### config.mk
export PLATFORM = sky130hd
export DESIGN_NAME = psd_merge
export DESIGN_NICKNAME = d
export VERILOG_FILES = /design/src/sv/psd_pkg.sv /design/src/sv/psd_merge.sv
export SDC_FILE = /design/constraint.sdc
export NUM_CORES = 1
export LEC_CHECK = 0
export ABC_AREA = 1
export BUFFER_PORTS_ARGS = -buffer_cell sky130_fd_sc_hd__buf_2
export CORE_MARGIN = 2
export CORE_UTILIZATION = 46
export DETAILED_ROUTE_END_ITERATION = 16
export GPL_TIMING_DRIVEN = 0
export HOLD_SLACK_MARGIN = 0.02
export PLACE_DENSITY_LB_ADDON = 0.15
export SYNTH_ARGS = -nofsm -noshare
export SYNTH_HDL_FRONTEND = slang
export SYNTH_SLANG_ARGS = --single-unit
### constraint.sdc
create_clock -name clk_i -period 5.3 [get_ports clk_i]
set_input_delay 0.265 -clock clk_i [delete_from_list [all_inputs] [get_ports clk_i]]
set_output_delay 0.265 -clock clk_i [all_outputs]
set_load 0.005 [all_outputs]
### src/sv/psd_pkg.sv
// ----------------------------------------------------------------------------
// psd_pkg
// Shared types and constants of the palette subpixel downscaler.
// ----------------------------------------------------------------------------
package psd_pkg;

  // Configuration register indexes, taken from paddr[2].
  localparam logic RegScaleMode     = 1'b0;
  localparam logic RegOverlayEnable = 1'b1;

  // Scale modes.
  localparam logic ModeSubpixel = 1'b0;
  localparam logic ModePacked   = 1'b1;

  // Input opcodes.
  localparam logic OpPixel    = 1'b0;
  localparam logic OpPalWrite = 1'b1;

  // Division by three of a sum below 2048: (n * 683) >> 11 is exact.
  localparam int unsigned Div3Mul   = 683;
  localparam int unsigned Div3Shift = 11;

  // Number of gathered source indexes per pixel word (3 columns by 3 rows).
  localparam int unsigned NumSrc = 9;

  // One palette entry in RGB888, red in the low byte.
  typedef struct packed {
    logic [7:0] blue;
    logic [7:0] green;
    logic [7:0] red;
  } pal_entry_t;

  // Overlay word in ABGR order from the top byte down, red in the low byte.
  typedef struct packed {
    logic [7:0] alpha;
    logic [7:0] blue;
    logic [7:0] green;
    logic [7:0] red;
  } ovl_t;

endpackage

### src/sv/psd_merge.sv
// ----------------------------------------------------------------------------
// psd_merge
// Combines the lane averages into RGB565 and builds the packed 2x2 average.
// ----------------------------------------------------------------------------
module psd_merge (
  input  logic                clk_i,
  input  logic                ld_i,
  input  logic                mode_i,
  input  psd_pkg::pal_entry_t e00_i,
  input  psd_pkg::pal_entry_t e10_i,
  input  psd_pkg::pal_entry_t e01_i,
  input  psd_pkg::pal_entry_t e11_i,
  input  logic [7:0]          avg_r_i,
  input  logic [7:0]          avg_g_i,
  input  logic [7:0]          avg_b_i,
  output logic [15:0]         col_o
);

  logic [15:0] h0a, h0b, h1a, h1b;
  logic [17:0] psum;
  logic [15:0] packed_q;

  // Half-palette words: red and green for column 0, green and blue for column 1.
  always_comb begin
    h0a  = {e00_i.red[7:3], 1'b0, e00_i.green[7:3], 5'b0};
    h0b  = {e01_i.red[7:3], 1'b0, e01_i.green[7:3], 5'b0};
    h1a  = {6'b0, e10_i.green[7:3], e10_i.blue[7:3]};
    h1b  = {6'b0, e11_i.green[7:3], e11_i.blue[7:3]};
    psum = 18'(h0a) + 18'(h1a) + 18'(h0b) + 18'(h1b);
  end

  // Packed average; carries between fields are kept as the sum gives them.
  always_ff @(posedge clk_i) begin
    if (ld_i) begin
      packed_q <= psum[17:2];
    end
  end

  // Mode select between the subpixel composite and the packed average.
  always_comb begin
    unique case (mode_i)
      psd_pkg::ModePacked:   col_o = packed_q;
      default:               col_o = {avg_r_i[7:3], avg_g_i[7:2], avg_b_i[7:3]};
    endcase
  end

endmodule

==> run metrics <==
H-tree depth 1; Final Max Tran Viols 0; initial drt markers 61; worst rel slew slack 0.786; Min Hold Slack around 0.44 ns; Post-DRT Antenna Nets 0; Tcrit/Tclk final 0.457; Tmin final 2.42 ns; commonest non-fill, non-tap cell in the layout buf_2; Die Span Y 70.8 um; share of cells above drive strength 1 0.325; Top Registers packed_q (16); setup TNS 0 ns; ys async rst share 0; Vias 1,724; CTS Buffer Depth 2; Detail Placement HPWL 3400 um; largest reg by FF count packed_q; CTS tree done; post-synth net total 411; Placement Setup Slack 2.59 ns; register bit total from synthesis 16; TritonCTS Buffers 3; Cells after Synth 247; number of diodes 0; f_max 413 MHz; Max Cap Viol 0; Synth warnings 0; average wire per standard cell 9.77 um; power per cell area about 240 mW/mm^2; grt total ovfl 0; Hold Fails Final Rpt 0; first-pass GRT wire length 6560 um; Core Area 0.00432 mm^2; Worst-path clk slew 0.05 ns; critical path arrival 2.42 ns; vias in the first global route 1,633; area delta synth->final 23.0%; routability congestion estimate 0.826; unrepaired setup endpoints after global routing false; die footprint 0.00501 mm^2; Unique masters post-synth 25; Crit. Startpoint e00_i[15]; port bufs 73; # clock sinks 16; most frequent cells in the layout buf_2, nand2_1, inv_1; Worst Setup EP packed_q[13]; post-CTS setup buffer count 0; layout net count 489; Min-Delay Path Class input pin to flop; Die X a little over 70 um; number of synthesized flops with an enable pin 16; Resized cells post-CTS 0; top_reg_cell synth edfxtp_1; DRC violations left 0; cts hold-fix bufs 0; leakage about 0.0015 uW; worst path required time 5.29 ns; CP Class input pin to flop; Cell Area, Placed 0.00248 mm^2; 1st-pass router iterations 4; crit path max fanout 4; Mapped Area 0.00205 mm^2; clk root buf clkbuf_8; sequential fraction of the synthesis area 0.234; finished layout cell area between 0.002 and 0.003 mm^2; number of flip-flops under the largest register name 16; critical path endpoint category flop; final core area utilization 0.584; outcome finished clean; total wire length about 3700 um; Worst-Margin Slew 0.321 ns; Synth Area per Inst between 8 and 9 um^2; largest net degree at the start of global routing 17; vias per inst around 4.6; peak supply drop 0.0000861 V; I/O pin cnt 139; total global-route track usage 0.156; FP Rows 24; Setup WS post-layout 2.88 ns; setup violators final 0; Startpoint Class input pin; initial antenna violation count 0; Initial Utilization 0.475
-- cell usage after synthesis, types with 3 or more instances --
| master | count | area share |
|---|---|---|
| a21oi_1 | 6 | 0.015 |
| edfxtp_1 | 16 | 0.23 |
| fa_1 | 12 | 0.12 |
| ha_1 | 29 | 0.18 |
| inv_1 | 59 | 0.11 |
| mux2_2 | 16 | 0.088 |
| nand2_1 | 63 | 0.12 |
| nand3_1 | 9 | 0.022 |
| nand3_2 | 4 | 0.020 |
| nand4_1 | 3 | 0.0091 |
| nor2_1 | 9 | 0.016 |
| xor2_1 | 4 | 0.017 |
-- area by class of cell --
| type | count | area, um^2 |
|---|---|---|
| multi-input combinational | 170 | 1340 |
| clock buffer | 3 | 41.3 |
| fill | 417 | 1800 |
| inverter | 59 | 221 |
| tap | 52 | 65.1 |
| sequential | 16 | 480 |
| buffer | 2 | 12.5 |
| timing repair buffer | 73 | 365 |
-- logic make-up (layout without fill, tap and decap cells) --
family	count (synthesis)	after routing	share of synthesized area
simple gates	98	98	0.213
buf+inv	61	137	0.114
fa+ha+maj	41	41	0.294
mux	16	16	0.0878
flops	16	16	0.234
compound gates	9	9	0.0317
xor+xnor	6	6	0.0256
-- worst min-delay path by stage --
stage	endpoint	startpoint	depth (start not counted)
detailed placement	packed_q[10]	ld_i	1
floorplan	packed_q[0]	ld_i	0
finish	packed_q[14]	ld_i	1
global placement	packed_q[14]	ld_i	1
global route	packed_q[14]	ld_i	1
CTS	packed_q[10]	ld_i	1
-- critical path, stage by stage --
cell     delay [ns]
buf_2          0.08
inv_1          0.04
fa_1           0.49
fa_1           0.51
inv_1          0.04
ha_1           0.35
nand2_1        0.12
inv_1          0.06
nand2_1        0.06
nand2_1        0.07
a21oi_1        0.17
nand2_1        0.07
nand2_1        0.05
nand2_1        0.05
-- power by group --
part	total (uW)	switching [uW]	leakage (uW)	internal [uW]
sequential	194	7.92	0.000156	186
clock	82.3	32.3	0.0000216	50.0
combinational	326	182	0.00131	144
total	602	222	0.00149	380
-- metrics by stage --
stage	power (uW)	std cells
after global placement	518	372
after global routing	669	375
final	602	375
after floorplan	429	247
after detailed placement	525	372
after CTS	610	375
-- metal layers --
metal	up-vias	wire length, um	GRT usage
li1	925	-	-
met2	48	1690	0.276
met3	2	194	0.00855
met5	-	0	0
met1	749	1760	0.210
met4	0	21	0.0377
Note: power is estimated with default switching activity, not from simulation.
