## config.mk

```make
export PLATFORM = sky130hd
export DESIGN_NAME = psd_lane
export DESIGN_NICKNAME = d
export VERILOG_FILES = /design/src/sv/psd_pkg.sv /design/src/sv/psd_lane.sv
export SDC_FILE = /design/constraint.sdc
export NUM_CORES = 1
export LEC_CHECK = 0
export BUFFER_PORTS_ARGS = -buffer_cell sky130_fd_sc_hd__buf_4
export CORE_MARGIN = 8
export CORE_UTILIZATION = 60
export DETAILED_ROUTE_END_ITERATION = 12
export GPL_ROUTABILITY_DRIVEN = 1
export GPL_TIMING_DRIVEN = 0
export PLACE_DENSITY = 0.83
export SLEW_MARGIN = 10
export SYNTH_ARGS = -nofsm -noshare
export SYNTH_HDL_FRONTEND = slang
export SYNTH_SLANG_ARGS = --single-unit
```

## constraint.sdc

```tcl
create_clock -name clk_i -period 8.4 [get_ports clk_i]
set_input_delay 1.68 -clock clk_i [delete_from_list [all_inputs] [get_ports clk_i]]
set_output_delay 1.68 -clock clk_i [all_outputs]
set_load 0.005 [all_outputs]
```

## src/sv/psd_pkg.sv

```systemverilog
// ----------------------------------------------------------------------------
// psd_pkg
// Shared types and constants of the palette subpixel downscaler.
// ----------------------------------------------------------------------------
package psd_pkg;

  // Configuration register indexes, taken from paddr[2].
  localparam logic RegScaleMode     = 1'b0;
  localparam logic RegOverlayEnable = 1'b1;

  // Scale modes.
  localparam logic ModeSubpixel = 1'b0;
  localparam logic ModePacked   = 1'b1;

  // Input opcodes.
  localparam logic OpPixel    = 1'b0;
  localparam logic OpPalWrite = 1'b1;

  // Division by three of a sum below 2048: (n * 683) >> 11 is exact.
  localparam int unsigned Div3Mul   = 683;
  localparam int unsigned Div3Shift = 11;

  // Number of gathered source indexes per pixel word (3 columns by 3 rows).
  localparam int unsigned NumSrc = 9;

  // One palette entry in RGB888, red in the low byte.
  typedef struct packed {
    logic [7:0] blue;
    logic [7:0] green;
    logic [7:0] red;
  } pal_entry_t;

  // Overlay word in ABGR order from the top byte down, red in the low byte.
  typedef struct packed {
    logic [7:0] alpha;
    logic [7:0] blue;
    logic [7:0] green;
    logic [7:0] red;
  } ovl_t;

endpackage

```

## src/sv/psd_lane.sv

```systemverilog
// ----------------------------------------------------------------------------
// psd_lane
// One color column: sums three row samples and divides the sum by three.
// ----------------------------------------------------------------------------
module psd_lane (
  input  logic       clk_i,
  input  logic       ld_i,
  input  logic [7:0] row0_i,
  input  logic [7:0] row1_i,
  input  logic [7:0] row2_i,
  output logic [7:0] avg_o
);

  logic [9:0]  sum;
  logic [19:0] prod;
  logic [7:0]  avg_q;

  // Three-row sum, then division by three through a reciprocal multiply.
  always_comb begin
    sum  = 10'(row0_i) + 10'(row1_i) + 10'(row2_i);
    prod = 20'(sum) * 20'(psd_pkg::Div3Mul);
  end

  always_ff @(posedge clk_i) begin
    if (ld_i) begin
      avg_q <= prod[psd_pkg::Div3Shift +: 8];
    end
  end

  assign avg_o = avg_q;

endmodule

```

==> results.md <==
- Synth area leader: ha_1
- Cells after Synth: 246
- Hold Fails Final Rpt: 0
- Hold Path Cell Cnt: 1
- DRC: 0
- Initial core utilization: 0.623
- Max reg flops: 8
- Placed cell areas: 2800 sq um
- Fin cells: 332
- Starting DRC count in detailed routing: 78
- Final net count: 405
- Clock Sinks: 8
- Synth cell types: 41
- Post-CTS Resized: 0
- FILL cells: 297
- Ant. Diodes: 0
- Avg Inst Size Synth: 10.1 sq um
- Synthesized area: 2490 sq um
- Yosys top cell area share: 0.326
- First-pass GRT wire length: 8.02 mm
- CP Max Fanout: 4
- Fin area: 2850 sq um
- CTS max path bufs: 2
- Post CTS Setup Buffer Count: 0
- Die W: 80.5 microns
- Antenna-violating nets left: 0
- HPWL after DPL: 4.38 mm
- Period utilization: 0.895
- EDFF count, synth: 8
- HP Class: primary input to flop
- CP Capture Type: flop
- Die Height: 80.5 microns
- Worst-Margin Slew: 0.535 ns
- Post-synth top cells: ha_1 (65), inv_1 (42), fa_1 (30), a21oi_1 (13), nand2_1 (12)
- Area Overhead vs Synth: 14.1%
- CTS tree: built
- H-Tree Level Count: 1
- CTS Buf Count: 3
- Tmin final: 7.52 ns
- Grt ovf: 0
- Fmax: 133 MHz
- Dominant synthesized flop cell: edfxtp_1
- Total of max-cap violations: 0
- Worst setup SP type: primary input
- Overall Global Routing Usage: 0.154
- RSZ-0062 raised after global routing: no
- Cts hold-fix bufs: 0
- Synth Net Count: 367
- Drt total wl: 4.85 mm
- Hold path endpoint: avg_o[6]
- Worst setup path class: primary input to flop
- Min-delay src: ld_i
- Seq/Total Area, Yosys: 0.0963
- Post-synth ARST share: 0
- Drt pass-1 iters: 4
- Run status: finished, final reports clean
- Top cells by area, synth: ha_1 (33%), fa_1 (24%), edfxtp_1 (9.6%), inv_1 (6.3%), xnor2_1 (3.9%)
- Root Buffer Master: clkbuf_8
- Clock-pin transition on the worst setup and hold timing paths: 0.04 ns
- YS warnings: 0
- Setup TNS: 0 ns
- Share of layout cells above drive strength 1: 0.156
- Vias per std cell: 5.66
- Core area: 4000 sq um
- Slew Limit Fails: 0
- Final setup fails: 0
- Flip-flop and latch count after synthesis: 8
- Critical Path RT: 8.43 ns
- Die area: 6470 sq um
- Slew HR: 0.641
- Most common cell in the netlist: ha_1
- Vias in the first global route: 1838
- # rows: 23
- Initial antenna violation count: 0
- RePlAce Congestion: 0.867
- Largest net degree at the start of global routing: 10
- DR WL/cell: 14.6 microns
- Via count: 1878
- Worst Path Arrival: 7.55 ns
- IO buf count: 33
- IO Count: 34
- Placed Cells: 329
-- worst max path at each step --
| stage | from | to | slack, ns | depth (start not counted) |
|---|---|---|---|---|
| after floorplan | row0_i[1] | avg_o[3] | 1.17 | 23 |
| after global placement | row0_i[1] | avg_o[7] | 0.77 | 22 |
| after detailed placement | row0_i[1] | avg_o[4] | 0.73 | 24 |
| after CTS | row0_i[1] | avg_o[4] | 0.95 | 24 |
| after global routing | row0_i[1] | avg_o[7] | 0.55 | 22 |
| final | row0_i[1] | avg_o[4] | 0.88 | 24 |
-- layout make-up --
cell class	count	area (sq um)	share of cell area
Multi-Input combinational cell	195	2090	0.735
Inverter	42	158	0.0554
Clock buffer	3	41.3	0.0145
Timing Repair Buffer	33	248	0.0871
Sequential cell	8	240	0.0844
Buffer	1	5.00	0.00176
Tap cell	50	62.6	0.0220
-- worst max-delay path, cell delays in order --
cell      delay (ns)
buf_4           0.08
inv_1           0.04
fa_1            0.52
inv_1           0.04
ha_1            0.21
fa_1            0.40
a21oi_1         0.19
o21ai_0         0.19
o21a_1          0.21
nor2_1          0.20
xnor2_1         0.19
ha_1            0.31
ha_1            0.33
fa_1            0.47
fa_1            0.54
inv_1           0.05
fa_1            0.53
inv_1           0.04
ha_1            0.28
nor3_1          0.04
or3_4           0.40
a21oi_4         0.16
nand2_1         0.13
o311ai_2        0.31
-- cells in the final DEF (no fill, tap or decap), drive strengths merged, types with 3 or more instances in the layout --
| cell | Yosys | final |
|---|---|---|
| nand2 | 12 | 12 |
| edfxtp | 8 | 8 |
| xnor2 | 11 | 11 |
| fa | 30 | 30 |
| inv | 42 | 42 |
| xor2 | 7 | 7 |
| ha | 65 | 65 |
| clkbuf | 0 | 3 |
| nor2 | 8 | 8 |
| o21ai | 8 | 8 |
| buf | 1 | 34 |
| o21a | 3 | 3 |
| a21o | 3 | 3 |
| o211ai | 4 | 4 |
| nand3 | 4 | 4 |
| a21oi | 14 | 14 |
-- per-layer routing --
metal / vias to the layer above / track usage / routed length, microns
met1: 899 / 0.201 / 2250
met3: 4 / 0.0201 / 177
met4: 0 / 0.0364 / 29
met5: - / 0 / 0
li1: 927 / - / -
met2: 48 / 0.262 / 2400
-- metrics by stage --
| stage | util | hold WS, ns | worst slack (ns) |
|---|---|---|---|
| after floorplan | - | 1.79 | 1.17 |
| after global placement | 0.701 | 1.96 | 0.772 |
| after detailed placement | 0.701 | 1.97 | 0.730 |
| after CTS | 0.711 | 1.73 | 0.946 |
| after global routing | 0.711 | 1.74 | 0.551 |
| final | 0.711 | 1.73 | 0.880 |
-- cells by family (layout without fill, tap and decap cells) --
logic type	count (synthesis)	in the layout	share of synthesized area
flops	8	8	0.0963
mux	1	1	0.00452
compound gates	43	43	0.124
fa+ha+maj	95	95	0.567
simple gates	38	38	0.0798
buf+inv	43	79	0.0652
xor+xnor	18	18	0.0632
Power is not shown: default switching activity piles up to over one toggle a cycle in this logic, so the estimate is an artifact.
