<file path="src/sv/psd_pkg.sv">
// ----------------------------------------------------------------------------
// psd_pkg
// Shared types and constants of the palette subpixel downscaler.
// ----------------------------------------------------------------------------
package psd_pkg;

  // Configuration register indexes, taken from paddr[2].
  localparam logic RegScaleMode     = 1'b0;
  localparam logic RegOverlayEnable = 1'b1;

  // Scale modes.
  localparam logic ModeSubpixel = 1'b0;
  localparam logic ModePacked   = 1'b1;

  // Input opcodes.
  localparam logic OpPixel    = 1'b0;
  localparam logic OpPalWrite = 1'b1;

  // Division by three of a sum below 2048: (n * 683) >> 11 is exact.
  localparam int unsigned Div3Mul   = 683;
  localparam int unsigned Div3Shift = 11;

  // Number of gathered source indexes per pixel word (3 columns by 3 rows).
  localparam int unsigned NumSrc = 9;

  // One palette entry in RGB888, red in the low byte.
  typedef struct packed {
    logic [7:0] blue;
    logic [7:0] green;
    logic [7:0] red;
  } pal_entry_t;

  // Overlay word in ABGR order from the top byte down, red in the low byte.
  typedef struct packed {
    logic [7:0] alpha;
    logic [7:0] blue;
    logic [7:0] green;
    logic [7:0] red;
  } ovl_t;

endpackage

</file>
<file path="src/sv/psd_blend.sv">
// ----------------------------------------------------------------------------
// psd_blend
// Blends an RGB565 pixel with the overlay color at alpha a/2+128.
// ----------------------------------------------------------------------------
module psd_blend (
  input  logic          clk_i,
  input  logic          ld_i,
  input  logic          enable_i,
  input  logic [15:0]   col_i,
  input  psd_pkg::ovl_t ovl_i,
  output logic [15:0]   pixel_o
);

  logic [7:0]  alpha;
  logic [8:0]  inv;
  logic [7:0]  br, bg, bb;
  logic [15:0] pr_base_q, pg_base_q, pb_base_q;
  logic [15:0] pr_ovl_q, pg_ovl_q, pb_ovl_q;
  logic [15:0] col_q;
  logic [16:0] r, g, b;
  logic [17:0] bsum;

  // Expand the pixel and force the alpha.
  always_comb begin
    alpha = {1'b1, ovl_i.alpha[7:1]};
    inv   = 9'd256 - {1'b0, alpha};
    br    = {col_i[15:11], 3'b0};
    bg    = {col_i[10:5], 2'b0};
    bb    = {col_i[4:0], 3'b0};
  end

  // Product stage: base and overlay weights for each channel.
  always_ff @(posedge clk_i) begin
    if (ld_i) begin
      pr_base_q <= 16'(17'(br) * 17'(inv));
      pg_base_q <= 16'(17'(bg) * 17'(inv));
      pb_base_q <= 16'(17'(bb) * 17'(inv));
      pr_ovl_q  <= 16'(16'(ovl_i.red) * 16'(alpha));
      pg_ovl_q  <= 16'(16'(ovl_i.green) * 16'(alpha));
      pb_ovl_q  <= 16'(16'(ovl_i.blue) * 16'(alpha));
      col_q     <= col_i;
    end
  end

  // Channel sums and repacking; overflow runs into the next field up.
  always_comb begin
    r    = 17'(pr_base_q) + 17'(pr_ovl_q);
    g    = 17'(pg_base_q) + 17'(pg_ovl_q);
    b    = 17'(pb_base_q) + 17'(pb_ovl_q);
    bsum = 18'({r[16:11], 11'b0}) + 18'({g[16:10], 5'b0}) + 18'(b[16:11]);
    pixel_o = enable_i ? bsum[15:0] : col_q;
  end

endmodule

</file>
<file path="config.mk">
export PLATFORM = sky130hd
export DESIGN_NAME = psd_blend
export DESIGN_NICKNAME = d
export VERILOG_FILES = /design/src/sv/psd_pkg.sv /design/src/sv/psd_blend.sv
export SDC_FILE = /design/constraint.sdc
export NUM_CORES = 1
export LEC_CHECK = 0
export BUFFER_PORTS_ARGS = -buffer_cell sky130_fd_sc_hd__buf_2
export CAP_MARGIN = 10
export CORE_MARGIN = 2
export CORE_UTILIZATION = 40
export CTS_BUF_LIST = sky130_fd_sc_hd__clkbuf_16
export CTS_CLUSTER_SIZE = 28
export DETAILED_ROUTE_END_ITERATION = 7
export PLACE_DENSITY = 0.66
export REMOVE_ABC_BUFFERS = 1
export SETUP_SLACK_MARGIN = 0.5
export SYNTH_ARGS = -nofsm -noshare
export SYNTH_HDL_FRONTEND = slang
export SYNTH_SLANG_ARGS = --single-unit
</file>
<file path="constraint.sdc">
create_clock -name clk_i -period 6.31 [get_ports clk_i]
set_input_delay 0.3155 -clock clk_i [delete_from_list [all_inputs] [get_ports clk_i]]
set_output_delay 0.3155 -clock clk_i [all_outputs]
set_load 0.05 [all_outputs]
</file>
==> impl_metrics.ini <==
[outcome]
status = complete, no violations

[global_route]
grt-busiest-layer = met2
use_met2_pct = 29.6
grt_usage_pct = 17.2
grt_pass1_wl_um = 49900
grtUsageMet3_pct = 2.12
grt_pass1_vias = 10300
antenna_found_initial = 4
use_met1_pct = 22.1
overflow = 0
grt_start_max_net_pins = 57

[floorplanning]
initial_core_util_pct = 40.8
die-area_sq_mm = 0.0369
die_w_um = 192
ios = 67
core_sq_mm = 0.0347
core.rowCount = 68
die_h_um = 192

[critical_path]
crit_path_cell_trace = buf_2 > inv_1 > ha_1 > nand2_1 > xor2_1 > buf_4 > and2_1 > fa_1 > fa_1 > inv_1 > fa_1 > inv_1 > ha_1 > inv_1 > o21bai_1 > a21oi_1 > o21bai_1 > a21o_1 > a2111oi_0 > nor3b_1
slowest_delay_ns = 0.50
critPathSlowestCell = fa_1
end_kind = flip-flop
criticalPathCategory = in -> reg
arrival_ns = 5.09
worst_path_most_repeated_cell = inv_1
path_max_fanout = 11
worstPathRequired_ns = 6.42
critPathLaunchType = input port

[pwr]
p_leak_nw = 7.57
switchingPower_w = 0.00264
p_per_area_mw_per_mm2 = 362
p_int_w = 0.00290
switching_share_pct = 47.6
ir_drop_mv = 0.373
p_comb_share_pct = 70.0
p_clk_share_pct = 9.7
seq_power_share_pct = 20.3

[clock_tree]
cts_made_buffers = 9
clock_path_buffers = 2
cts_tree = yes
cts_resized = 0
cts_num_sinks = 96
holdBufCountCts = 0
clockRootBuffer = clkbuf_16
cts.htree.levels = 3
path_clk_slew_ns = 0.07
postCtsSetupRepairBufs = 0

[synth]
syn_area_sq_mm = 0.0142
synth-main-ff-cell = edfxtp_1
ys_seq_elements = 96
ys_seq_area_share_pct = 20.4
synth_cell_types = 54
synth_warnings = 0
async_flop_share_pct = 0
syn_avg_cell_area_sq_um = 9.69
netlist_instances = 1462
synth_edf_count = 96

[final_layout]
drive_gt1_share_pct = 7.16
fin_area_sq_mm = 0.0153
final_cells = 1982
synthToLayoutAreaGrowth_pct = 8.08
fin_nets = 1945

[placed_design]
dp_cells = 1962
hpwl_um = 23600
dp_slack_ns = 0.954
dpl_cell_area_sq_mm = 0.0150
place_congestion = 0.807
io_buffers = 65

[timing]
timing.hold.ws_ns = 0.249
slew_headroom_pct = 51.9
rsz0062_at_grt = false
finalHoldViolations = 0
worst-slew-pin-transition_ns = 0.722
period_needed_ns = 4.98
finalSetupViolations = 0
fin_setup_tns_ns = 0
slew_viol_final = 0
worst_slack_ns = 1.33
finalCritPeriodShare_pct = 78.9
fmax_ghz = 0.201

[run]
maxCapViolCount = 0

[route]
ant_nets = 0
drcViolationCount = 0
wire_per_inst_um = 15.0
first_pass_iters = 4
drt_iter0_drc = 494
vias = 9806
wl_um = 29700
viasPerCell = 4.95

[worst_hold_path]
min_path_type = in -> reg
## area by class of cell
cell class | count | area [sq um]
Inverter | 296 | 1110
Fill cell | 3368 | 19400
Tap cell | 455 | 569
Clock buffer | 9 | 225
Multi-Input combinational cell | 1039 | 10000
Clock inverter | 7 | 55.1
Timing Repair Buffer | 76 | 410
Sequential cell | 96 | 2880
Antenna cell | 4 | 10.0
## power by group through the flow
stage | sequential, W | clock [W] | combinational [W]
floorplan | 0.00110 | 0 | 0.00305
global placement | 0.00114 | 0 | 0.00381
detailed placement | 0.00114 | 0 | 0.00389
CTS | 0.00113 | 0.000554 | 0.00393
global route | 0.00115 | 0.000572 | 0.00441
finish | 0.00113 | 0.000536 | 0.00388
## sequential cells by signal (all words and copies together), names as in the netlist
name	cells
col_q	16
pr_base_q	13
pb_base_q	13
pb_ovl_q	13
pg_base_q	14
pg_ovl_q	14
pr_ovl_q	13
## logic make-up (layout without fill, tap and decap cells)
kind of cell    Yosys count  in the layout  synth area share, %
simple gates            420            420                 15.5
buf+inv                 327            388                 8.78
mux                       7              7                0.557
other cells               0              4                    0
compound gates          145            145                 6.98
flops                    96             96                 20.4
xor+xnor                 91             91                 5.63
fa+ha+maj               376            376                 42.2
## cell usage in the layout (no fill, tap or decap), types with 7 or more instances in the layout
cell and count:
a21o_1 18, clkbuf_16 9, xor2_1 26, nor3_1 17, nand3_1 18, inv_1 295, edfxtp_1 96, fa_1 169
mux2_2 7, a21oi_1 49, nand2_1 110, and2_1 185, o21ai_0 19, o21bai_1 17, buf_4 12, nor2_1 58
xnor2_1 65, ha_1 207, buf_2 64, nor2b_1 7
## critical path: cells and delay by family
kind / cells / cell delay [ns]
adders and majority gates: 5 / 1.98
buffers and inverters: 6 / 0.92
AOI/OAI and AO/OA: 5 / 1.02
and+or+nand+nor: 3 / 0.37
xor gates and xnor gates: 1 / 0.44
## synthesized netlist by cell type (19+ instances only)
master	count	area share, %
inv_1	295	7.8
ha_1	207	18
and2_1	185	8.2
fa_1	169	24
nand2_1	110	2.9
edfxtp_1	96	20
xnor2_1	65	4.0
nor2_1	58	1.5
a21oi_1	49	1.7
clkbuf_1	30	0.80
xor2_1	26	1.6
o21ai_0	19	0.67
## stage by stage
| stage | utilization (%) | power [W] |
|---|---|---|
| 4_1_cts | 44.1 | 0.00562 |
| 5_1_grt | 44.1 | 0.00614 |
| 3_3_place_gp | 43.2 | 0.00495 |
| 6_report | 44.1 | 0.00555 |
| 2_1_floorplan | - | 0.00415 |
| 3_5_place_dp | 43.2 | 0.00503 |
## per-layer routing
metal / part of all wire (%) / up-vias
li1: - / 4769
met2: 49 / 165
met5: 0 / -
met3: 3.2 / 31
met4: 2.4 / 0
met1: 46 / 4841
## path summary, 6_finish.rpt
kind,from,depth (start not counted),endpoint,slack [ns]
worst max-delay path,ovl_i[26],20,pr_base_q[15],1.33
worst min-delay path,col_i[4],1,col_q[4],0.25
No activity file was read; power rests on OpenSTA's default activity.
