===== config.mk =====
export PLATFORM = sky130hd
export DESIGN_NAME = psd_ram
export DESIGN_NICKNAME = d
export VERILOG_FILES = /design/src/sv/psd_ram.sv
export SDC_FILE = /design/constraint.sdc
export NUM_CORES = 1
export LEC_CHECK = 0
export BUFFER_PORTS_ARGS = -buffer_cell sky130_fd_sc_hd__buf_2
export CORE_UTILIZATION = 35
export CTS_BUF_LIST = sky130_fd_sc_hd__clkbuf_4 sky130_fd_sc_hd__clkbuf_8
export DETAILED_ROUTE_END_ITERATION = 6
export RECOVER_POWER = 25
export SYNTH_ARGS = -nofsm -noshare
export SYNTH_HDL_FRONTEND = slang
export SYNTH_SLANG_ARGS = --single-unit
export TNS_END_PERCENT = 100

===== constraint.sdc =====
create_clock -name clk_i -period 3.4 [get_ports clk_i]
set_clock_uncertainty 0.2 [all_clocks]
set_input_delay 0.68 -clock clk_i [delete_from_list [all_inputs] [get_ports clk_i]]
set_output_delay 0.68 -clock clk_i [all_outputs]
set_load 0.1 [all_outputs]

===== src/sv/psd_ram.sv =====
// ----------------------------------------------------------------------------
// psd_ram
// Generic single-write, single-read RAM with a registered read port.
// ----------------------------------------------------------------------------
module psd_ram #(
  parameter int unsigned WIDTH = 24,
  parameter int unsigned DEPTH = 32
) (
  input  logic                     clk_i,
  input  logic                     we_i,
  input  logic [$clog2(DEPTH)-1:0] waddr_i,
  input  logic [WIDTH-1:0]         wdata_i,
  input  logic                     re_i,
  input  logic [$clog2(DEPTH)-1:0] raddr_i,
  output logic [WIDTH-1:0]         rdata_o
);

  logic [WIDTH-1:0] mem_q [DEPTH];
  logic [WIDTH-1:0] rdata_q;

  // Write port.
  always_ff @(posedge clk_i) begin
    if (we_i) begin
      mem_q[waddr_i] <= wdata_i;
    end
  end

  // Registered read port; the data holds while re_i is low.
  always_ff @(posedge clk_i) begin
    if (re_i) begin
      rdata_q <= mem_q[raddr_i];
    end
  end

  assign rdata_o = rdata_q;

endmodule


==> flow_summary.json, run 1 <==
{
  "crit_family": "flip-flops",
  "rows": 108,
  "synth_area_leaders": "edfxtp_1 77%, mux2i_1 13%, a22oi_1 1.8%",
  "first_global_vias": 16467,
  "setup_slack_ns": 0.8280,
  "yosysWarnings": 0,
  "worst-path-buf-inv": 1,
  "synth_top_area_share_pct": 77.41,
  "ioPinCount": 61,
  "cp.required_ns": 2.52,
  "grt_pass1_wl_mm": 111.4,
  "cts_made_buffers": 117,
  "worst_slew_pin_slew_ns": 1.439,
  "postCtsSetupBuffers": 0,
  "rsz0062_at_grt": "false",
  "ys_ff_latch": 792,
  "totalWireLength_mm": 76.69,
  "vdd.ir_drop.worst_uv": 311.5,
  "timing.final.crit_share_pct": 75.65,
  "placed_area_um2": 33090,
  "gr-total-overflow": 0,
  "clk_latency_ns": 0.72,
  "grt_max_degree": 68,
  "place_congestion": 0.7562,
  "drt-pass1-iter-count": 5,
  "port_buffers": 60,
  "nNetsFinal": 1916,
  "cts_tree": "yes",
  "post-dp-hpwl_mm": 42.92,
  "fin_setup_tns_ns": 0,
  "layout-drive-gt1-share_pct": 17.53,
  "synth-seq-area-share_pct": 77.41,
  "max-slew-margin-rel_pct": 4.091,
  "cap_viol_max_count": 0,
  "finalHoldViolCount": 0,
  "fin_area_um2": 35280,
  "dieArea_um2": 88970,
  "path_cells": "buf_2",
  "root_buffer": "clkbuf_8",
  "critPathKind": "reg2out",
  "start_util_pct": 35.36,
  "fin_crit_ns": 2.572,
  "die_h_um": 298.3,
  "synth_area_leader_cell": "edfxtp_1",
  "cts_hold_buffers": 0,
  "power_leakage_nw": 12.15,
  "syn_inst": 1711,
  "power.density_nw_per_um2": 550.8,
  "hp-class": "in2reg",
  "startpoint_type": "flop",
  "antenna_found_initial": 9,
  "finalSetupViolCount": 0,
  "netlist_area_um2": 30720,
  "cts_htree_levels": 3,
  "max_clock_freq_mhz": 388.8,
  "die_w_um": 298.3,
  "vias_per_cell": 5.225,
  "status": "completed",
  "clock_sinks": 792,
  "wl_per_cell_um": 24.51,
  "drcViolationCount": 0,
  "ant_nets": 0,
  "cp-end-kind": "output pin",
  "clk_pin_slew_ns": 0.06,
  "yosysUniqueCellTypes": 23,
  "max_stage_delay_ns": 0.49,
  "final_max_slew_viol_count": 0,
  "dr.first_iter.drc_count": 1481,
  "path_max_fanout": 1,
  "crit_arrival_ns": 1.69,
  "via_count": 16348,
  "area_growth_pct": 14.82,
  "track_usage_pct": 17.11,
  "coreArea_um2": 86890,
  "pre_cts_slack_ns": 0.3785,
  "worst_path_max_delay_cell": "edfxtp_1",
  "n_antenna_cell": 0,
  "cts_resized": 0,
  "synth_fp_nets": 1748,
  "synth_area_per_cell_um2": 17.96,
  "clock_path_buffers": 3
}
-- kinds of logic (layout without fill, tap and decap cells) --
logic type | after synthesis | in the layout | share of synthesized area [%]
AND/OR/NAND/NOR | 221 | 221 | 3.266
flip-flops | 792 | 792 | 77.41
multiplexers | 384 | 384 | 12.51
AO/OA/AOI/OAI | 216 | 216 | 4.789
buffers and inverters | 98 | 361 | 2.024
-- through the flow --
step           cells  utilization, %  hold slack, ns  power (mW)
2_1_floorplan   1711               -          0.4293       11.90
3_3_place_gp    2915           38.08          0.4644       12.37
3_5_place_dp    2915           38.08          0.4701       12.40
4_1_cts         3129           40.62          0.1961       19.60
5_1_grt         3129           40.60          0.3042       20.07
6_report        3129           40.60          0.3031       19.43
-- final cells by class --
class | instances | area (um^2)
timing repair buffer | 147 | 1256
sequential | 792 | 23780
fill | 7682 | 51610
multi-input combinational | 821 | 6584
clock inverter | 61 | 316.6
tap | 1155 | 1445
clock buffer | 153 | 1893
-- flip-flops by register name (all words and copies together) (netlist names) --
signal and cells:
mem_q 768, rdata_o 24
-- synthesized netlist by cell type --
master    number
edfxtp_1     792
mux2i_1      384
nand2_1       74
nand3_1       74
a21oi_1       72
a22oi_1       72
a22o_1        48
nor2_1        34
buf_2         29
clkbuf_1      29
a31oi_1       24
nor3_1        24
buf_6         22
buf_4         13
nand3b_1       5
buf_1          4
or3b_2         3
nand2b_1       2
nor2b_1        2
and2_1         1
clkbuf_4       1
or2_1          1
or3_1          1
-- where the power goes --
| group | total [mW] | internal, mW | leakage (nW) | switching [mW] |
|---|---|---|---|---|
| logic | 1.24 | 0.352 | 3.82 | 0.884 |
| clock network | 7.24 | 3.70 | 1.17 | 3.54 |
| registers | 11.0 | 10.9 | 7.16 | 0.0474 |
-- worst register-to-register path: cells and delay by family (launching register included) --
kind	cells	cell delay, ns
simple gates	2	0.27
mux	1	0.17
compound gates	2	0.60
flops	1	0.37
-- placed cells by master (no fill, tap or decap) --
| master | synthesis | final |
|---|---|---|
| and2_4 | 0 | 1 |
| nand2_1 | 74 | 74 |
| or2_1 | 1 | 1 |
| nand3_1 | 74 | 74 |
| buf_8 | 0 | 1 |
| a22o_1 | 48 | 48 |
| bufinv_16 | 0 | 1 |
| a31oi_1 | 24 | 24 |
| clkinv_2 | 0 | 17 |
| a21oi_1 | 72 | 72 |
| inv_8 | 0 | 1 |
| or3b_2 | 3 | 3 |
| clkinv_1 | 0 | 38 |
| nand2b_1 | 2 | 2 |
| nand3b_1 | 5 | 5 |
| nor2_4 | 0 | 33 |
| nor2b_4 | 0 | 2 |
| or3_1 | 1 | 1 |
| buf_2 | 29 | 43 |
| clkbuf_4 | 1 | 34 |
| buf_12 | 0 | 25 |
| clkbuf_1 | 29 | 16 |
| clkbuf_8 | 0 | 119 |
| nor2_1 | 34 | 1 |
| mux2i_1 | 384 | 384 |
| edfxtp_1 | 792 | 792 |
| clkinv_8 | 0 | 2 |
| buf_4 | 13 | 62 |
| nor3_1 | 24 | 24 |
| a22oi_1 | 72 | 72 |
| clkinvlp_4 | 0 | 2 |
-- routing by layer --
metal | part of all wire, % | wire (um) | up-vias | GRT usage [%]
met4 | 2.0 | 1511 | 16 | 4.872
li1 | - | - | 7158 | -
met1 | 44 | 33470 | 8517 | 23.39
met5 | 0.13 | 103 | - | 0
met2 | 48 | 36430 | 530 | 27.60
met3 | 6.7 | 5173 | 127 | 3.478
-- final timing paths --
kind	cells past startpoint	startpoint	endpoint	slack [ns]
hold reg to reg	4	mem_q[26][23]	rdata_o[23]	0.48
setup reg to reg	5	mem_q[2][0]	rdata_o[0]	1.52
setup / recovery	1	rdata_o[11]	rdata_o[11]	0.83
hold / removal	1	wdata_i[14]	mem_q[31][14]	0.30
(Power assumes the default switching activity.)
==> run 2: changes to the inputs <==
==> constraint.sdc (replaced) <==
create_clock -name clk_i -period 2.5 [get_ports clk_i]
set_clock_uncertainty 0.2 [all_clocks]
set_input_delay 0.5 -clock clk_i [delete_from_list [all_inputs] [get_ports clk_i]]
set_output_delay 0.5 -clock clk_i [all_outputs]
set_load 0.1 [all_outputs]
==> flow_summary.json, run 2 (same netlist as run 1, synthesis figures left out) <==
{
  "clock_path_buffers": 3,
  "timing.final.crit_share_pct": 93.23,
  "clk_latency_ns": 0.74,
  "postCtsSetupBuffers": 0,
  "path_cells": "buf_2",
  "fin_util_pct": 41.23,
  "dieArea_um2": 88970,
  "die_w_um": 298.3,
  "hold_depth": 1,
  "crit_family": "buffers and inverters",
  "track_usage_pct": 16.43,
  "final_common_cell": "edfxtp_1",
  "max-slew-margin-rel_pct": 2.180,
  "dp_cells": 2951,
  "rsz0062_at_grt": "false",
  "wl_per_cell_um": 23.36,
  "fin_setup_tns_ns": 0,
  "post-dp-hpwl_mm": 41.57,
  "gr-total-overflow": 0,
  "r2r_end": "rdata_o[14]",
  "vdd.ir_drop.worst_uv": 398.1,
  "finalSetupViolCount": 0,
  "grt_max_degree": 44,
  "cap_viol_max_count": 0,
  "nNetsFinal": 1949,
  "final_max_slew_viol_count": 0,
  "hp-class": "in2reg",
  "placed_area_um2": 33620,
  "die_h_um": 298.3,
  "layout_common_cells": "792 x edfxtp_1, 384 x mux2i_1, 117 x clkbuf_8",
  "worst-path-buf-inv": 1,
  "path_max_fanout": 1,
  "vias_per_cell": 5.122,
  "cts_tree": "yes",
  "status": "completed",
  "max_clock_freq_mhz": 429.1,
  "cts_made_buffers": 114,
  "startpoint_type": "flop",
  "via_count": 16156,
  "clock_sinks": 792,
  "cts_htree_levels": 3,
  "root_buffer": "clkbuf_8",
  "largest_register_ff_count": 768,
  "clk_pin_slew_ns": 0.06,
  "power.density_nw_per_um2": 744.4,
  "critPathKind": "reg2out",
  "coreArea_um2": 86890,
  "whs_ns": 0.1141,
  "first_global_vias": 16434,
  "grt_pass1_wl_mm": 107.9,
  "dr.first_iter.drc_count": 1282,
  "power_leakage_nw": 12.41,
  "crit_arrival_ns": 1.63,
  "fin_area_um2": 35820,
  "regMostFlops": "mem_q",
  "finalHoldViolCount": 0,
  "ioPinCount": 61,
  "port_buffers": 60,
  "start_util_pct": 35.36,
  "ant_nets": 0,
  "reg2reg_depth": 6,
  "rrSetupSlack_ns": 0.69,
  "fin_crit_ns": 2.331,
  "drt-pass1-iter-count": 5,
  "worst_path_max_delay_cell": "buf_2",
  "r2r_start": "mem_q[3][14]",
  "worst_slew_pin_slew_ns": 1.467,
  "holdPathEnd": "mem_q[3][14]",
  "hp-start": "wdata_i[14]",
  "cp.required_ns": 1.80,
  "cp-end-kind": "output pin",
  "area_growth_pct": 16.60,
  "drcViolationCount": 0,
  "layout-drive-gt1-share_pct": 18.81,
  "rows": 108,
  "totalWireLength_mm": 73.67,
  "n_antenna_cell": 0,
  "place_congestion": 0.7659,
  "max_stage_delay_ns": 0.47,
  "cts_resized": 0,
  "fin_cells": 3154,
  "antenna_found_initial": 9,
  "cts_hold_buffers": 0
}
[run 2: area by class of cell]
class                      count  area, um^2
clock buffer                 149        1851
multi-input combinational    821        6474
clock inverter                54       370.4
fill                        7611       51060
tap                         1155        1445
sequential                   792       23780
timing repair buffer         183        1902
[run 2: worst max path at each step]
stage	start	endpoint	slack, ns	cells past startpoint
4_1_cts	rdata_o[11]	rdata_o[11]	0.12	1
6_report	rdata_o[11]	rdata_o[11]	0.17	1
5_1_grt	rdata_o[11]	rdata_o[11]	0.14	1
2_1_floorplan	waddr_i[1]	mem_q[12][0]	-0.29	3
3_5_place_dp	raddr_i[2]	rdata_o[2]	-0.15	8
3_3_place_gp	raddr_i[0]	rdata_o[7]	-0.10	8
[run 2: report_power, final]
part,total [mW],switching [mW],internal [mW]
logic,1.75,1.20,0.550
clock network,10.0,4.71,5.32
registers,14.9,0.0589,14.8
[run 2: stage by stage]
stage	total power [mW]	setup WS [ns]
2_1_floorplan	16.19	-0.2870
3_3_place_gp	16.89	-0.1010
3_5_place_dp	16.93	-0.1515
4_1_cts	26.88	0.1205
5_1_grt	27.52	0.1386
6_report	26.67	0.1693
[run 2: per-layer routing]
metal	wire, um	vias to the layer above	GRT usage [%]
li1	-	7218	-
met1	31820	8309	21.38
met2	35530	476	27.33
met3	4233	137	3.231
met4	1996	16	5.775
met5	89	-	0
==> run 3: changes to the inputs <==
--- a/config.mk
+++ b/config.mk
@@ -6,9 +6,12 @@
 export NUM_CORES = 1
 export LEC_CHECK = 0
 export BUFFER_PORTS_ARGS = -buffer_cell sky130_fd_sc_hd__buf_2
+export CELL_PAD_IN_SITES_DETAIL_PLACEMENT = 1
+export CELL_PAD_IN_SITES_GLOBAL_PLACEMENT = 2
 export CORE_UTILIZATION = 35
 export CTS_BUF_LIST = sky130_fd_sc_hd__clkbuf_4 sky130_fd_sc_hd__clkbuf_8
 export DETAILED_ROUTE_END_ITERATION = 6
+export PLACE_DENSITY_LB_ADDON = 0.1
 export RECOVER_POWER = 25
 export SYNTH_ARGS = -nofsm -noshare
 export SYNTH_HDL_FRONTEND = slang
==> flow_summary.json, run 3 (same netlist as run 1, synthesis figures left out) <==
{
  "status": "complete, but fails checks",
  "violations": "max-capacitance violations, max-slew violations",
  "fin_cells": 3242,
  "pwr-share-clk_pct": 40.3,
  "final_common_cell": "edfxtp_1",
  "place_congestion": 0.7413,
  "nNetsFinal": 2030,
  "rows": 108,
  "largest_register_ff_count": 768,
  "ioPinCount": 61,
  "rsz0062_at_grt": "false",
  "fin_area_um2": 37090,
  "pre_cts_slack_ns": -0.08911,
  "dp_cells": 2984,
  "antenna_found_initial": 4,
  "cp-end-kind": "output pin",
  "fin_crit_ns": 2.403,
  "layout_common_cells": "792 x edfxtp_1, 384 x mux2i_1, 144 x clkbuf_8",
  "p_int_mw": 21.60,
  "layout-drive-gt1-share_pct": 21.62,
  "post-dp-hpwl_mm": 50.56,
  "finalHoldViolCount": 0,
  "grt_max_degree": 33,
  "max_clock_freq_mhz": 416.1,
  "track_usage_pct": 19.98,
  "multiInputGateArea_um2": 6581,
  "worst_slew_pin_slew_ns": 1.665,
  "path_cells": "buf_2",
  "postCtsSetupBuffers": 0,
  "max-slew-margin-rel_pct": -10.99,
  "p_switching_mw": 6.537,
  "worst_path_max_delay_cell": "buf_2",
  "first_global_vias": 17677,
  "power.density_nw_per_um2": 758.6,
  "clk_latency_ns": 0.79,
  "placed_area_um2": 34310,
  "timing.final.crit_share_pct": 96.13,
  "regMostFlops": "mem_q",
  "root_buffer": "clkbuf_8",
  "port_buffers": 60,
  "via_count": 16633,
  "wl_per_cell_um": 27.21,
  "grt_pass1_wl_mm": 125.6,
  "drt-pass1-iter-count": 5,
  "cp.required_ns": 1.80,
  "fin_setup_tns_ns": 0,
  "start_util_pct": 35.36,
  "startpoint_type": "flop",
  "clk_pin_slew_ns": 0.05,
  "worst-path-buf-inv": 1,
  "die_w_um": 298.3,
  "die_h_um": 298.3,
  "path_max_fanout": 1,
  "seqPwrFrac_pct": 52.9,
  "gr-total-overflow": 0,
  "critPathKind": "reg2out",
  "cts_htree_levels": 4,
  "fillers": 8402,
  "drcViolationCount": 0,
  "finalPower_mw": 28.13,
  "max_stage_delay_ns": 0.47,
  "combinationalPowerShare_pct": 6.7,
  "cts_made_buffers": 141,
  "clock_sinks": 792,
  "area_growth_pct": 20.71,
  "dr.first_iter.drc_count": 1162,
  "power_leakage_nw": 12.97,
  "vdd.ir_drop.worst_uv": 498.8,
  "dieArea_um2": 88970,
  "crit_arrival_ns": 1.70,
  "ant_nets": 0,
  "final_max_slew_viol_count": 16,
  "p_sw_share_pct": 23.24,
  "totalWireLength_mm": 88.20,
  "setup_slack_ns": 0.09677,
  "seq_area_um2": 23780,
  "clock_path_buffers": 3,
  "cap_viol_max_count": 1,
  "vias_per_cell": 5.130,
  "crit_family": "buffers and inverters",
  "hp-class": "in2reg",
  "cts_tree": "yes",
  "coreArea_um2": 86890,
  "finalSetupViolCount": 0
}
run 3: cell count changes in the layout (fill, tap and decap cells not counted), moves of 3 or more:
cell / change
bufinv_16: -4
buf_2: -4
inv_6: +3
nor2_2: -22
clkbuf_4: +15
buf_4: +10
nor2_4: +21
buf_12: +25
clkinv_1: -10
clkinvlp_4: +4
clkbuf_8: +27
dlygate4sd3_1: +21
clkinv_2: -3
run 3: path summary, 6_finish.rpt:
| kind | start | endpoint | slack [ns] | depth (start not counted) |
|---|---|---|---|---|
| worst max register to register | mem_q[7][7] | rdata_o[7] | 0.75 | 5 |
| worst min-delay path | raddr_i[2] | rdata_o[9] | 0.26 | 6 |
| worst max-delay path | rdata_o[6] | rdata_o[6] | 0.1 | 1 |
| worst min register to register | mem_q[26][2] | rdata_o[2] | 0.48 | 4 |
run 3: area by class of cell:
class                      instances  area share, %
sequential                       792          64.13
multi-input combinational        821          17.75
timing repair buffer             237          7.213
clock buffer                     191          6.295
tap                             1155          3.897
clock inverter                    45         0.7152
antenna                            1       0.006747
run 3: routing by layer:
metal  share of wire (%)  up-vias  routed length (um)  global-route usage [%]
met5               0.015        -                  13                       0
met4                 1.8        2                1552                   5.519
met3                 3.7      112                3270                   3.741
met2                  47      327               41570                   31.86
met1                  47     8796               41790                   27.89
li1                    -     7396                   -                       -
run 3: timing repair:
item,in CTS,in global routing
setup endpoints to repair,3,0
hold endpoints to repair,613,0
hold buffers,21,0
gates resized for setup,3,0
run 3: through the flow:
stage | hold slack, ns | util (%)
after detailed placement | 0.4737 | 39.49
after global routing | 0.2474 | 42.68
final | 0.2585 | 42.68
after global placement | 0.4684 | 39.49
after CTS | 0.003547 | 42.73
after floorplan | 0.3989 | -
run 3: power by group through the flow:
| stage | Clock [mW] | Sequential [mW] | Combinational (mW) |
|---|---|---|---|
| 6_report | 11.3 | 14.9 | 1.90 |
| 2_1_floorplan | 0 | 15.4 | 0.778 |
| 4_1_cts | 11.7 | 14.9 | 1.93 |
| 3_5_place_dp | 0 | 15.2 | 1.90 |
| 5_1_grt | 12.2 | 14.9 | 2.02 |
| 3_3_place_gp | 0 | 15.2 | 1.87 |
